### src/hw/rtl/tvmp_pkg.sv
// Shared types, constants and codes for the tag=value message parser.
// Used by every module of the block; depends on nothing.
package tvmp_pkg;

	localparam int TAG_LIMIT_DEF = 1024;
	localparam int MAX_SCALE_DEF = 15;
	localparam int TBL_MAX_DEPTH = 1024;
	localparam int TBL_INDEX_W   = 10;
	localparam int TAG_W         = 16;
	localparam int MAG_W         = 63;
	localparam int PLEN_W        = 16;
	localparam int OFF_W         = 32;

	localparam logic [MAG_W-1:0] MAG_MAX = '1;

	localparam logic [7:0] CH_SOH   = 8'h01;
	localparam logic [7:0] CH_EQ    = 8'h3D;
	localparam logic [7:0] CH_MINUS = 8'h2D;
	localparam logic [7:0] CH_DOT   = 8'h2E;
	localparam logic [7:0] CH_Y_UP  = 8'h59;
	localparam logic [7:0] CH_Y_LO  = 8'h79;
	localparam logic [7:0] CH_0     = 8'h30;
	localparam logic [7:0] CH_9     = 8'h39;

	localparam logic REQ_BYTE  = 1'b0;
	localparam logic REQ_TABLE = 1'b1;

	localparam logic [2:0] KIND_INT      = 3'd0;
	localparam logic [2:0] KIND_DEC      = 3'd1;
	localparam logic [2:0] KIND_BOOL     = 3'd2;
	localparam logic [2:0] KIND_STR_BYTE = 3'd3;
	localparam logic [2:0] KIND_STR_END  = 3'd4;
	localparam logic [2:0] KIND_DONE     = 3'd5;
	localparam logic [2:0] KIND_ERROR    = 3'd6;

	localparam logic [2:0] ERR_BAD_TAG  = 3'd0;
	localparam logic [2:0] ERR_NUM_END  = 3'd1;
	localparam logic [2:0] ERR_CSTR_END = 3'd2;
	localparam logic [2:0] ERR_UNTERM   = 3'd3;
	localparam logic [2:0] ERR_BOOL_END = 3'd4;

	typedef enum logic [2:0] {
		PH_TAG,
		PH_INT_START,
		PH_INT,
		PH_FRAC,
		PH_BOOL,
		PH_BOOL_END,
		PH_STR,
		PH_CSTR
	} phase_e;

	typedef struct packed {
		logic                   req_type;
		logic [7:0]             data_byte;
		logic                   last_byte;
		logic [TBL_INDEX_W-1:0] table_index;
		logic [2:0]             table_class;
	} req_t;

	typedef struct packed {
		logic [2:0]        kind;
		logic [TAG_W-1:0]  tag;
		logic signed [63:0] int_value;
		logic [3:0]        scale;
		logic              bool_value;
		logic [7:0]        value_byte;
		logic [2:0]        error_code;
		logic [OFF_W-1:0]  error_offset;
		logic              last;
	} res_t;

	typedef struct packed {
		res_t r0;
		res_t r1;
		logic two;
	} res_pair_t;

	typedef struct packed {
		logic                   wr_en;
		logic [TBL_INDEX_W-1:0] wr_index;
		logic [2:0]             wr_class;
		logic [TAG_W-1:0]       rd_tag;
	} tbl_req_t;

	typedef struct packed {
		logic       busy;
		logic [2:0] cls;
	} tbl_rsp_t;

endpackage

### src/hw/rtl/tvmp_class_mem.sv
// Tag class table: one write and one registered read per cycle, cleared after reset.
// Depends on tvmp_pkg.
module tvmp_class_mem #(
	parameter int TAG_LIMIT = tvmp_pkg::TAG_LIMIT_DEF
) (
	input  logic               clk,
	input  logic               arst_n,
	input  tvmp_pkg::tbl_req_t tbl_req,
	output tvmp_pkg::tbl_rsp_t tbl_rsp
);

	localparam int DEPTH = (TAG_LIMIT < tvmp_pkg::TBL_MAX_DEPTH) ? TAG_LIMIT :
		tvmp_pkg::TBL_MAX_DEPTH;
	localparam int AW = $clog2(DEPTH);

	logic [2:0]    mem [DEPTH];
	logic          busy_q;
	logic [AW-1:0] clr_q;
	logic [2:0]    cls_q;
	logic          inr_q;

	logic          wr_ok;
	logic          rd_ok;
	logic          we;
	logic [AW-1:0] wa;
	logic [2:0]    wd;
	logic [AW-1:0] ra;

	assign wr_ok = tbl_req.wr_en && (32'(tbl_req.wr_index) < 32'(DEPTH));
	assign rd_ok = 32'(tbl_req.rd_tag) < 32'(DEPTH);
	assign we    = busy_q || wr_ok;
	assign wa    = busy_q ? clr_q : tbl_req.wr_index[AW-1:0];
	assign wd    = busy_q ? 3'b000 : tbl_req.wr_class;
	assign ra    = tbl_req.rd_tag[AW-1:0];

	always_ff @(posedge clk) begin
		if (we) begin
			mem[wa] <= wd;
		end
		cls_q <= (we && (wa == ra)) ? wd : mem[ra];
		inr_q <= rd_ok;
	end

	always_ff @(posedge clk or negedge arst_n) begin
		if (!arst_n) begin
			busy_q <= 1'b1;
			clr_q  <= '0;
		end else if (busy_q) begin
			clr_q <= clr_q + AW'(1);
			if (clr_q == AW'(DEPTH - 1)) begin
				busy_q <= 1'b0;
			end
		end
	end

	assign tbl_rsp.busy = busy_q;
	assign tbl_rsp.cls  = inr_q ? cls_q : 3'b000;

endmodule

### src/hw/rtl/tvmp_parser.sv
// Input register, parse state and per-byte result logic of the message parser.
// Depends on tvmp_pkg; talks to tvmp_class_mem and tvmp_out_buf.
module tvmp_parser #(
	parameter int MAX_SCALE = tvmp_pkg::MAX_SCALE_DEF
) (
	input  logic                clk,
	input  logic                arst_n,
	input  logic                req_valid,
	output logic                req_stall,
	input  tvmp_pkg::req_t      req_data,
	output tvmp_pkg::tbl_req_t  tbl_req,
	input  tvmp_pkg::tbl_rsp_t  tbl_rsp,
	output logic                pair_valid,
	output tvmp_pkg::res_pair_t pair,
	input  logic                pair_room
);

	localparam int FW = $clog2(MAX_SCALE + 1);
	localparam int TW = tvmp_pkg::TAG_W;
	localparam int MW = tvmp_pkg::MAG_W;
	localparam int PW = tvmp_pkg::PLEN_W;
	localparam int OW = tvmp_pkg::OFF_W;

	logic            valid_s1;
	tvmp_pkg::req_t  req_s1;

	tvmp_pkg::phase_e ph_q, ph_n;
	logic [TW-1:0]   tag_q, tag_n;
	logic            ts_q, ts_n;
	logic [MW-1:0]   mag_q, mag_n;
	logic            neg_q, neg_n;
	logic [FW-1:0]   frac_q, frac_n;
	logic            plv_q, plv_n;
	logic [PW-1:0]   pl_q, pl_n;
	logic [PW-1:0]   rem_q, rem_n;
	logic [OW-1:0]   off_q, off_n;
	logic            bh_q, bh_n;
	logic            drop_q, drop_n;

	logic [7:0]      b;
	logic [3:0]      dig;
	logic            is_digit;
	logic [MW+3:0]   mag_x;
	logic [MW-1:0]   mag_dig;
	logic [TW+3:0]   tag_x;
	logic [TW-1:0]   tag_dig;
	logic [63:0]     mag_ext;
	logic [63:0]     sval;
	logic [PW-1:0]   plen_sat;
	logic [2:0]      cls;

	logic            fdone;
	logic            fail_v;
	logic [2:0]      fcode;
	tvmp_pkg::res_t  rs, re, r0;
	logic            rs_v, re_v;
	logic            need_room;
	logic            advance;
	logic            accept;

	function automatic logic [2:0] end_code(tvmp_pkg::phase_e ph);
		logic [2:0] c;
		case (ph)
			tvmp_pkg::PH_TAG:      c = tvmp_pkg::ERR_BAD_TAG;
			tvmp_pkg::PH_CSTR:     c = tvmp_pkg::ERR_CSTR_END;
			tvmp_pkg::PH_STR:      c = tvmp_pkg::ERR_UNTERM;
			tvmp_pkg::PH_BOOL:     c = tvmp_pkg::ERR_BOOL_END;
			tvmp_pkg::PH_BOOL_END: c = tvmp_pkg::ERR_BOOL_END;
			default:               c = tvmp_pkg::ERR_NUM_END;
		endcase
		return c;
	endfunction

	assign b        = req_s1.data_byte;
	assign dig      = b[3:0];
	assign is_digit = (b >= tvmp_pkg::CH_0) && (b <= tvmp_pkg::CH_9);
	assign cls      = tbl_rsp.cls;

	// x10 + digit with saturation
	assign mag_x   = ({4'b0000, mag_q} << 3) + ({4'b0000, mag_q} << 1) + (MW+4)'(dig);
	assign mag_dig = (|mag_x[MW+3:MW]) ? tvmp_pkg::MAG_MAX : mag_x[MW-1:0];
	assign tag_x   = ({4'b0000, tag_q} << 3) + ({4'b0000, tag_q} << 1) + (TW+4)'(dig);
	assign tag_dig = (|tag_x[TW+3:TW]) ? {TW{1'b1}} : tag_x[TW-1:0];

	assign mag_ext  = {1'b0, mag_q};
	assign sval     = neg_q ? (64'd0 - mag_ext) : mag_ext;
	assign plen_sat = (|mag_q[MW-1:PW]) ? {PW{1'b1}} : mag_q[PW-1:0];

	always_comb begin
		ph_n   = ph_q;
		tag_n  = tag_q;
		ts_n   = ts_q;
		mag_n  = mag_q;
		neg_n  = neg_q;
		frac_n = frac_q;
		plv_n  = plv_q;
		pl_n   = pl_q;
		rem_n  = rem_q;
		off_n  = off_q;
		bh_n   = bh_q;
		drop_n = drop_q;
		fdone  = 1'b0;
		fail_v = 1'b0;
		fcode  = tvmp_pkg::ERR_BAD_TAG;
		rs     = '0;
		rs_v   = 1'b0;
		re     = '0;
		re_v   = 1'b0;

		if (valid_s1 && (req_s1.req_type == tvmp_pkg::REQ_BYTE)) begin
			if (!drop_q) begin
				case (ph_q)
					tvmp_pkg::PH_TAG: begin
						if (is_digit) begin
							tag_n = tag_dig;
							ts_n  = 1'b1;
						end else if (b == tvmp_pkg::CH_EQ) begin
							mag_n  = '0;
							neg_n  = 1'b0;
							frac_n = '0;
							if (cls[0]) begin
								ph_n = tvmp_pkg::PH_INT_START;
							end else if (cls[1]) begin
								ph_n = tvmp_pkg::PH_BOOL;
							end else if (plv_q) begin
								ph_n  = tvmp_pkg::PH_CSTR;
								rem_n = pl_q;
								plv_n = 1'b0;
							end else begin
								ph_n = tvmp_pkg::PH_STR;
							end
						end else begin
							fail_v = 1'b1;
							fcode  = tvmp_pkg::ERR_BAD_TAG;
						end
					end
					tvmp_pkg::PH_INT_START, tvmp_pkg::PH_INT, tvmp_pkg::PH_FRAC: begin
						if ((ph_q == tvmp_pkg::PH_INT_START) && (b == tvmp_pkg::CH_MINUS)) begin
							neg_n = 1'b1;
							ph_n  = tvmp_pkg::PH_INT;
						end else if (is_digit) begin
							if (ph_q != tvmp_pkg::PH_FRAC) begin
								mag_n = mag_dig;
								ph_n  = tvmp_pkg::PH_INT;
							end else if (frac_q < FW'(MAX_SCALE)) begin
								mag_n  = mag_dig;
								frac_n = frac_q + FW'(1);
							end
						end else if ((b == tvmp_pkg::CH_DOT) && (ph_q != tvmp_pkg::PH_FRAC)) begin
							ph_n = tvmp_pkg::PH_FRAC;
						end else if (b == tvmp_pkg::CH_SOH) begin
							fdone = 1'b1;
							if (cls[2]) begin
								if (ph_q != tvmp_pkg::PH_FRAC) begin
									plv_n = 1'b1;
									pl_n  = plen_sat;
								end
							end else begin
								rs_v         = 1'b1;
								rs.tag       = tag_q;
								rs.int_value = $signed(sval);
								if (ph_q == tvmp_pkg::PH_FRAC) begin
									rs.kind  = tvmp_pkg::KIND_DEC;
									rs.scale = 4'(frac_q);
								end else begin
									rs.kind = tvmp_pkg::KIND_INT;
								end
							end
						end else begin
							fail_v = 1'b1;
							fcode  = tvmp_pkg::ERR_NUM_END;
						end
					end
					tvmp_pkg::PH_BOOL: begin
						bh_n = (b == tvmp_pkg::CH_Y_UP) || (b == tvmp_pkg::CH_Y_LO);
						ph_n = tvmp_pkg::PH_BOOL_END;
					end
					tvmp_pkg::PH_BOOL_END: begin
						if (b == tvmp_pkg::CH_SOH) begin
							rs_v          = 1'b1;
							rs.kind       = tvmp_pkg::KIND_BOOL;
							rs.tag        = tag_q;
							rs.bool_value = bh_q;
							fdone         = 1'b1;
						end else begin
							fail_v = 1'b1;
							fcode  = tvmp_pkg::ERR_BOOL_END;
						end
					end
					tvmp_pkg::PH_STR: begin
						rs_v   = 1'b1;
						rs.tag = tag_q;
						if (b == tvmp_pkg::CH_SOH) begin
							rs.kind = tvmp_pkg::KIND_STR_END;
							fdone   = 1'b1;
						end else begin
							rs.kind       = tvmp_pkg::KIND_STR_BYTE;
							rs.value_byte = b;
						end
					end
					default: begin
						if (rem_q != '0) begin
							rs_v          = 1'b1;
							rs.kind       = tvmp_pkg::KIND_STR_BYTE;
							rs.tag        = tag_q;
							rs.value_byte = b;
							rem_n         = rem_q - PW'(1);
						end else if (b == tvmp_pkg::CH_SOH) begin
							rs_v    = 1'b1;
							rs.kind = tvmp_pkg::KIND_STR_END;
							rs.tag  = tag_q;
							fdone   = 1'b1;
						end else begin
							fail_v = 1'b1;
							fcode  = tvmp_pkg::ERR_CSTR_END;
						end
					end
				endcase
			end

			if (fdone) begin
				ph_n   = tvmp_pkg::PH_TAG;
				tag_n  = '0;
				ts_n   = 1'b0;
				mag_n  = '0;
				neg_n  = 1'b0;
				frac_n = '0;
			end
			if (fail_v) begin
				rs_v            = 1'b1;
				rs.kind         = tvmp_pkg::KIND_ERROR;
				rs.error_code   = fcode;
				rs.error_offset = off_q;
				drop_n          = 1'b1;
			end

			if (req_s1.last_byte) begin
				if (!drop_n) begin
					re_v    = 1'b1;
					re.last = 1'b1;
					if ((ph_n == tvmp_pkg::PH_TAG) && !ts_n) begin
						re.kind = tvmp_pkg::KIND_DONE;
					end else begin
						re.kind         = tvmp_pkg::KIND_ERROR;
						re.error_code   = end_code(ph_n);
						re.error_offset = off_q + OW'(1);
					end
				end
				ph_n   = tvmp_pkg::PH_TAG;
				tag_n  = '0;
				ts_n   = 1'b0;
				mag_n  = '0;
				neg_n  = 1'b0;
				frac_n = '0;
				plv_n  = 1'b0;
				pl_n   = '0;
				rem_n  = '0;
				off_n  = '0;
				bh_n   = 1'b0;
				drop_n = 1'b0;
			end else begin
				off_n = off_q + OW'(1);
			end
		end
	end

	always_comb begin
		r0      = rs_v ? rs : re;
		r0.last = !(rs_v && re_v);
	end

	assign need_room  = rs_v || re_v;
	assign advance    = valid_s1 && (!need_room || pair_room);
	assign req_stall  = tbl_rsp.busy || (valid_s1 && !advance);
	assign accept     = req_valid && !req_stall;

	assign pair_valid = advance && need_room;
	assign pair.r0    = r0;
	assign pair.r1    = re;
	assign pair.two   = rs_v && re_v;

	assign tbl_req.wr_en    = advance && (req_s1.req_type == tvmp_pkg::REQ_TABLE);
	assign tbl_req.wr_index = req_s1.table_index;
	assign tbl_req.wr_class = req_s1.table_class;
	assign tbl_req.rd_tag   = advance ? tag_n : tag_q;

	always_ff @(posedge clk or negedge arst_n) begin
		if (!arst_n) begin
			valid_s1 <= 1'b0;
		end else if (accept) begin
			valid_s1 <= 1'b1;
		end else if (advance) begin
			valid_s1 <= 1'b0;
		end
	end

	always_ff @(posedge clk) begin
		if (accept) begin
			req_s1 <= req_data;
		end
	end

	always_ff @(posedge clk or negedge arst_n) begin
		if (!arst_n) begin
			ph_q   <= tvmp_pkg::PH_TAG;
			tag_q  <= '0;
			ts_q   <= 1'b0;
			mag_q  <= '0;
			neg_q  <= 1'b0;
			frac_q <= '0;
			plv_q  <= 1'b0;
			pl_q   <= '0;
			rem_q  <= '0;
			off_q  <= '0;
			bh_q   <= 1'b0;
			drop_q <= 1'b0;
		end else if (advance) begin
			ph_q   <= ph_n;
			tag_q  <= tag_n;
			ts_q   <= ts_n;
			mag_q  <= mag_n;
			neg_q  <= neg_n;
			frac_q <= frac_n;
			plv_q  <= plv_n;
			pl_q   <= pl_n;
			rem_q  <= rem_n;
			off_q  <= off_n;
			bh_q   <= bh_n;
			drop_q <= drop_n;
		end
	end

endmodule

### src/hw/rtl/tvmp_out_buf.sv
// Result register holding the one or two results of a request, shown in order.
// Depends on tvmp_pkg.
module tvmp_out_buf (
	input  logic                clk,
	input  logic                arst_n,
	input  logic                pair_valid,
	input  tvmp_pkg::res_pair_t pair,
	output logic                pair_room,
	output logic                res_valid,
	input  logic                res_stall,
	output tvmp_pkg::res_t      res_data
);

	logic           valid_q;
	logic           two_q;
	logic           sec_q;
	tvmp_pkg::res_t r0_q;
	tvmp_pkg::res_t r1_q;
	logic           take;
	logic           drained;

	assign res_valid = valid_q;
	assign res_data  = sec_q ? r1_q : r0_q;
	assign take      = valid_q && !res_stall;
	assign drained   = take && (!two_q || sec_q);
	assign pair_room = !valid_q || drained;

	always_ff @(posedge clk or negedge arst_n) begin
		if (!arst_n) begin
			valid_q <= 1'b0;
			two_q   <= 1'b0;
			sec_q   <= 1'b0;
		end else if (pair_valid) begin
			valid_q <= 1'b1;
			two_q   <= pair.two;
			sec_q   <= 1'b0;
		end else if (drained) begin
			valid_q <= 1'b0;
			sec_q   <= 1'b0;
		end else if (take) begin
			sec_q <= 1'b1;
		end
	end

	always_ff @(posedge clk) begin
		if (pair_valid) begin
			r0_q <= pair.r0;
			r1_q <= pair.r1;
		end
	end

endmodule

### src/hw/rtl/tag_value_message_parser_top.sv
// Tag=value message parser: one byte per request, typed field results out.
// Request channel takes message bytes and class table writes (req_type selects).
// Each request sits in an input register, is parsed by the parse logic against
// the tag class table, and its results land in the result register.
// Throughput: one request per cycle while each yields at most one result and
// res_stall is low; the last byte of a buffer may yield two results, which
// leave one per cycle while res_stall is low.
// Table writes and dropped bytes yield no result and never wait on the output.
// The class table is a single-port-write memory read once per cycle at the
// tag being assembled, so the class is ready when '=' arrives.
// Reset: a clearing pass zeroes the min(TAG_LIMIT, 1024) table entries (1024 by
// default), one entry per cycle; req_stall is high meanwhile.
// When the receiver holds res_stall, the shown result stays; requests that yield
// no result keep flowing, the first one that yields a result waits in the input
// register and req_stall rises.
// Depends on tvmp_pkg, tvmp_class_mem, tvmp_parser and tvmp_out_buf.
module tag_value_message_parser_top #(
	parameter int TAG_LIMIT = tvmp_pkg::TAG_LIMIT_DEF,
	parameter int MAX_SCALE = tvmp_pkg::MAX_SCALE_DEF
) (
	input  logic           clk,
	input  logic           arst_n,
	input  logic           req_valid,
	output logic           req_stall,
	input  tvmp_pkg::req_t req_data,
	output logic           res_valid,
	input  logic           res_stall,
	output tvmp_pkg::res_t res_data
);

	tvmp_pkg::tbl_req_t  tbl_req;
	tvmp_pkg::tbl_rsp_t  tbl_rsp;
	logic                pair_valid;
	tvmp_pkg::res_pair_t pair;
	logic                pair_room;

	tvmp_class_mem #(
		.TAG_LIMIT(TAG_LIMIT)
	) u_class_mem (
		.clk    (clk),
		.arst_n (arst_n),
		.tbl_req(tbl_req),
		.tbl_rsp(tbl_rsp)
	);

	tvmp_parser #(
		.MAX_SCALE(MAX_SCALE)
	) u_parser (
		.clk       (clk),
		.arst_n    (arst_n),
		.req_valid (req_valid),
		.req_stall (req_stall),
		.req_data  (req_data),
		.tbl_req   (tbl_req),
		.tbl_rsp   (tbl_rsp),
		.pair_valid(pair_valid),
		.pair      (pair),
		.pair_room (pair_room)
	);

	tvmp_out_buf u_out_buf (
		.clk       (clk),
		.arst_n    (arst_n),
		.pair_valid(pair_valid),
		.pair      (pair),
		.pair_room (pair_room),
		.res_valid (res_valid),
		.res_stall (res_stall),
		.res_data  (res_data)
	);

endmodule

### config.mk
export PLATFORM = sky130hd
export DESIGN_NAME = tag_value_message_parser_top
export DESIGN_NICKNAME = d
export VERILOG_FILES = /design/src/hw/rtl/tvmp_pkg.sv /design/src/hw/rtl/tvmp_class_mem.sv /design/src/hw/rtl/tvmp_parser.sv /design/src/hw/rtl/tvmp_out_buf.sv /design/src/hw/rtl/tag_value_message_parser_top.sv
export SDC_FILE = /design/constraint.sdc
export NUM_CORES = 2
export LEC_CHECK = 0
export ABC_AREA = 1
export BUFFER_PORTS_ARGS = -buffer_cell sky130_fd_sc_hd__buf_2
export CAP_MARGIN = 15
export CORE_MARGIN = 5
export CORE_UTILIZATION = 43
export DETAILED_ROUTE_END_ITERATION = 7
export GPL_ROUTABILITY_DRIVEN = 0
export PLACE_DENSITY = 0.68
export RECOVER_POWER = 50
export SLEW_MARGIN = 20
export SYNTH_ARGS = -nofsm -noshare
export SYNTH_HDL_FRONTEND = slang
export SYNTH_SLANG_ARGS = --single-unit
### constraint.sdc
create_clock -name clk -period 28 [get_ports clk]
set_input_delay 0 -clock clk [delete_from_list [all_inputs] [get_ports clk]]
set_output_delay 0 -clock clk [all_outputs]
set_load 0.03 [all_outputs]
==> out/results.md <==
- **library cells used by synthesis** 60
- **Net count, final** 14.0k
- **Hold Buf Count CTS** 53
- **fraction of layout instances using a drive strength above 1** 0.0565
- **Peak supply drop** 0.0686 mV
- **final wirelength** 422 mm
- **Post-Syn Nets** 14.2k
- **Worst Path Max Fanout** 180
- **total power after layout** 12.9 mW
- **clock transition at the registers of the reported paths** 0.06 ns
- **hold violation count in the final report** 0
- **met3 track demand over resource in global routing** 0.0433
- **critical path endpoint category** flop
- **fin area** 167000 µm²
- **launch point of the worst hold path** req_data[11]
- **power density over the cells** 77.2 nW/µm²
- **core area** 352000 µm²
- **unrepaired setup endpoints after global routing** no
- **overflow left after global routing** 0
- **cells after synthesis** 14.0k
- **area added between synthesis and finish** 10.2%
- **most frequently used flop master after synthesis** sky130_fd_sc_hd__edfxtp_1
- **DIE AREA** 365000 µm²
- **final setup slack of the worst path** 10.75 ns
- **Place WS** 17.81 ns
- **final HPWL from detailed placement** 236 mm
- **CTS root buf** sky130_fd_sc_hd__clkbuf_16
- **number of standard cells in the layout, taps in and fillers out** 18.7k
- **area fraction of the dominant cell type after synthesis** 0.647
- **count of fill cells added during filler insertion** 31.5k
- **ports placed on the boundary** 161
- **register area share after synthesis** 0.676
- **violated checks** capacitance limit, slew limit
- **input/output buffers** 160
- **effective utilization at floorplan** 0.431
- **first-pass GRT wire length** 632 mm
- **data arrival time of the worst path** 17.80 ns
- **setup fix buffers added after clock tree synthesis** 0
- **run status** finished, violations left
- **Worst slew margin** -4.51
- **leakage power of the design** 58.1 nW
- **number of synthesized register bits** 3446
- **grt met2 use** 0.353
- **number of synthesized flops with an enable pin** 3265
- **via count** 108k
- **sum of negative setup slack** 0 ns
- **final worst path period share** 0.616
- **number of antenna violations at the first check in global routing** 11
- **Tightest Hold Check Type** in2reg
- **final number of max-transition violations** 3553
- **number of sinks handled by clock tree synthesis** 3446
- **htree depth** 5
- **clock tree from TritonCTS** yes
- **height of the chip** 604 µm
- **CP Data Required Time** 28.55 ns
- **dominant cells by area after synthesis** sky130_fd_sc_hd__edfxtp_1 (65%), sky130_fd_sc_hd__nand3_1 (6.1%), sky130_fd_sc_hd__nor2_1 (5.9%), sky130_fd_sc_hd__nand2_1 (5.5%), sky130_fd_sc_hd__o21ai_0 (3.3%)
- **number of max-capacitance violations reported** 47
- **Post-synth ARST share** 0.0493
- **CTS resizes** 0
- **dominant cell type by area after synthesis** sky130_fd_sc_hd__edfxtp_1
- **classification of the worst setup path** reg2reg
- **vias per inst** 5.78
- **number of buffers between clock root and the deepest sink** 4
- **final setup skew** 0.0701 ns
- **# setup viols final** 0
- **Cells after DPL** 18.0k
- **busiest layer in global routing** met2
- **Total Routing Usage GR** 0.223
- **Pre-Repair DR Iteration Count** 6
- **standard-cell row count** 218
- **area of the mapped netlist** 152000 µm²
- **Die W** 604 µm
- **drt wl/cell** 22.6 µm
- **M1 GR Usage** 0.305
- **top achievable clock speed** 0.0580 GHz
- **CP startpoint kind** flop
- **number of DRC markers after the initial detailed-route iteration** 13.3k
- **Final min period** 17.25 ns
- **top post-synthesis cells by count** sky130_fd_sc_hd__edfxtp_1 (3265), sky130_fd_sc_hd__nor2_1 (2390), sky130_fd_sc_hd__nand2_1 (2210), sky130_fd_sc_hd__nand3_1 (1863), sky130_fd_sc_hd__o21ai_0 (999)
- **Least-Margin Pin Slew** 8.26 ns
- **number of remaining DRC errors** 0
- **via count of the first global-routing pass** 103k
- **remaining number of nets flagged by the antenna check after routing** 0
- **maximum number of pins on one net before global-route repair** 242
- **source-to-sink clock delay at the later pin of the worst-skew pair** 0.96 ns
- **number of clock buffers inserted by TritonCTS** 354
- **Synth warnings** 0
- **post-synthesis average cell area** 10.8 µm²
- **Post-DP Area** 156000 µm²
- **most frequent cell after synthesis** sky130_fd_sc_hd__edfxtp_1
-- layout make-up --
type	count	area (µm²)	area share
timing repair buffer	378	2460	0.0148
sequential	3446	103000	0.614
inverter	596	2300	0.0137
multi-input combinational	8986	42600	0.255
clock buffer	455	9460	0.0566
tap	4620	5780	0.0346
antenna	10	25.0	0.000150
clock inverter	186	1860	0.0112
-- per-stage QoR --
stage | utilization | hold WS [ns]
finish | 0.475 | 0.341
global route | 0.475 | 0.318
CTS | 0.476 | 0.161
detailed placement | 0.442 | -0.00930
global placement | 0.442 | -0.00751
floorplan | - | -0.296
-- cells by family after synthesis --
group | synth area share
compound gates | 0.0692
xor+xnor | 0.00797
fa+ha+maj | 0.0138
buf+inv | 0.0440
flops | 0.676
mux | 0.00275
simple gates | 0.186
-- where the power goes --
part | switching, mW | internal [mW] | leakage, nW
logic | 1.69 | 0.641 | 20.8
clock network | 1.99 | 2.65 | 5.48
registers | 0.119 | 5.81 | 31.8
total | 3.80 | 9.09 | 58.1
-- placed cells by master (no fill, tap or decap), types with 169 or more instances in the layout --
master                      Yosys  layout
sky130_fd_sc_hd__edfxtp_1    3265    3265
sky130_fd_sc_hd__nor2_1      2390    2383
sky130_fd_sc_hd__nand2_1     2210    2198
sky130_fd_sc_hd__nand3_1     1863    1864
sky130_fd_sc_hd__o21ai_0      999     998
sky130_fd_sc_hd__inv_1        584     579
sky130_fd_sc_hd__o22ai_1      499     499
sky130_fd_sc_hd__clkbuf_16      0     360
sky130_fd_sc_hd__clkbuf_1     440     253
sky130_fd_sc_hd__a21oi_1      222     222
sky130_fd_sc_hd__dfrtp_1      169     169
-- worst max-delay path, cell delays in order (launching register included) --
cell and delay (ns):
sky130_fd_sc_hd__dfxtp_1 1.38, sky130_fd_sc_hd__clkbuf_1 1.89, sky130_fd_sc_hd__clkbuf_1 2.38, sky130_fd_sc_hd__buf_12 0.58
sky130_fd_sc_hd__clkbuf_1 2.73, sky130_fd_sc_hd__nand2_1 0.20, sky130_fd_sc_hd__nand3_1 0.23, sky130_fd_sc_hd__nand3_1 0.09
sky130_fd_sc_hd__nand3_1 0.16, sky130_fd_sc_hd__nand3_1 0.14, sky130_fd_sc_hd__nand3_1 0.15, sky130_fd_sc_hd__nand3_1 0.18
sky130_fd_sc_hd__nand3_1 0.15, sky130_fd_sc_hd__nand3_1 0.11, sky130_fd_sc_hd__nand3_1 0.33, sky130_fd_sc_hd__nand3_1 0.60
sky130_fd_sc_hd__nand2_1 0.27, sky130_fd_sc_hd__nand4_1 0.10, sky130_fd_sc_hd__nand2_1 1.30, sky130_fd_sc_hd__nand2_1 0.31
sky130_fd_sc_hd__a21oi_1 0.33, sky130_fd_sc_hd__nand2_1 0.31, sky130_fd_sc_hd__nand2_4 0.31, sky130_fd_sc_hd__buf_4 0.72
sky130_fd_sc_hd__nand3_2 1.00, sky130_fd_sc_hd__nor2_1 0.60
-- path summary, 6_finish.rpt --
kind                                                           to  slack (ns)  cells after the start
worst max-delay path            u_class_mem.mem[683][0]$_DFFE_PP_       10.75                     25
worst min-delay path               u_parser.tbl_req[27]$_DFFE_PP_        0.34                      3
worst max register to register  u_class_mem.mem[683][0]$_DFFE_PP_       10.75                     25
worst min register to register   u_class_mem.clr_q[4]$_DFFE_PN0P_        0.48                      1
max in group asynchronous        u_class_mem.clr_q[3]$_DFFE_PN0P_       21.86                      5
min in group asynchronous           u_parser.off_q[2]$_DFFE_PN0P_        1.49                      4
-- flip-flops by register name, indices dropped and copies added (netlist names), 2 cells and up, named ones only --
signal / flops
u_class_mem.clr_q: 10
u_class_mem.mem: 3072
u_out_buf.r0_q: 132
u_out_buf.r1_q: 38
u_parser.b: 8
u_parser.frac_q: 4
u_parser.mag_q: 63
u_parser.off_q: 32
u_parser.ph_q: 3
u_parser.pl_q: 16
u_parser.rem_q: 16
u_parser.req_s1: 2
u_parser.tag_q: 16
u_parser.tbl_req: 13
-- per-layer routing --
layer / up-vias / wire length, µm
met5: - / 35
met4: 6 / 16700
met3: 872 / 42100
met2: 5678 / 196000
met1: 52600 / 167000
li1: 48800 / -
Note: power is estimated with default switching activity, not from simulation.
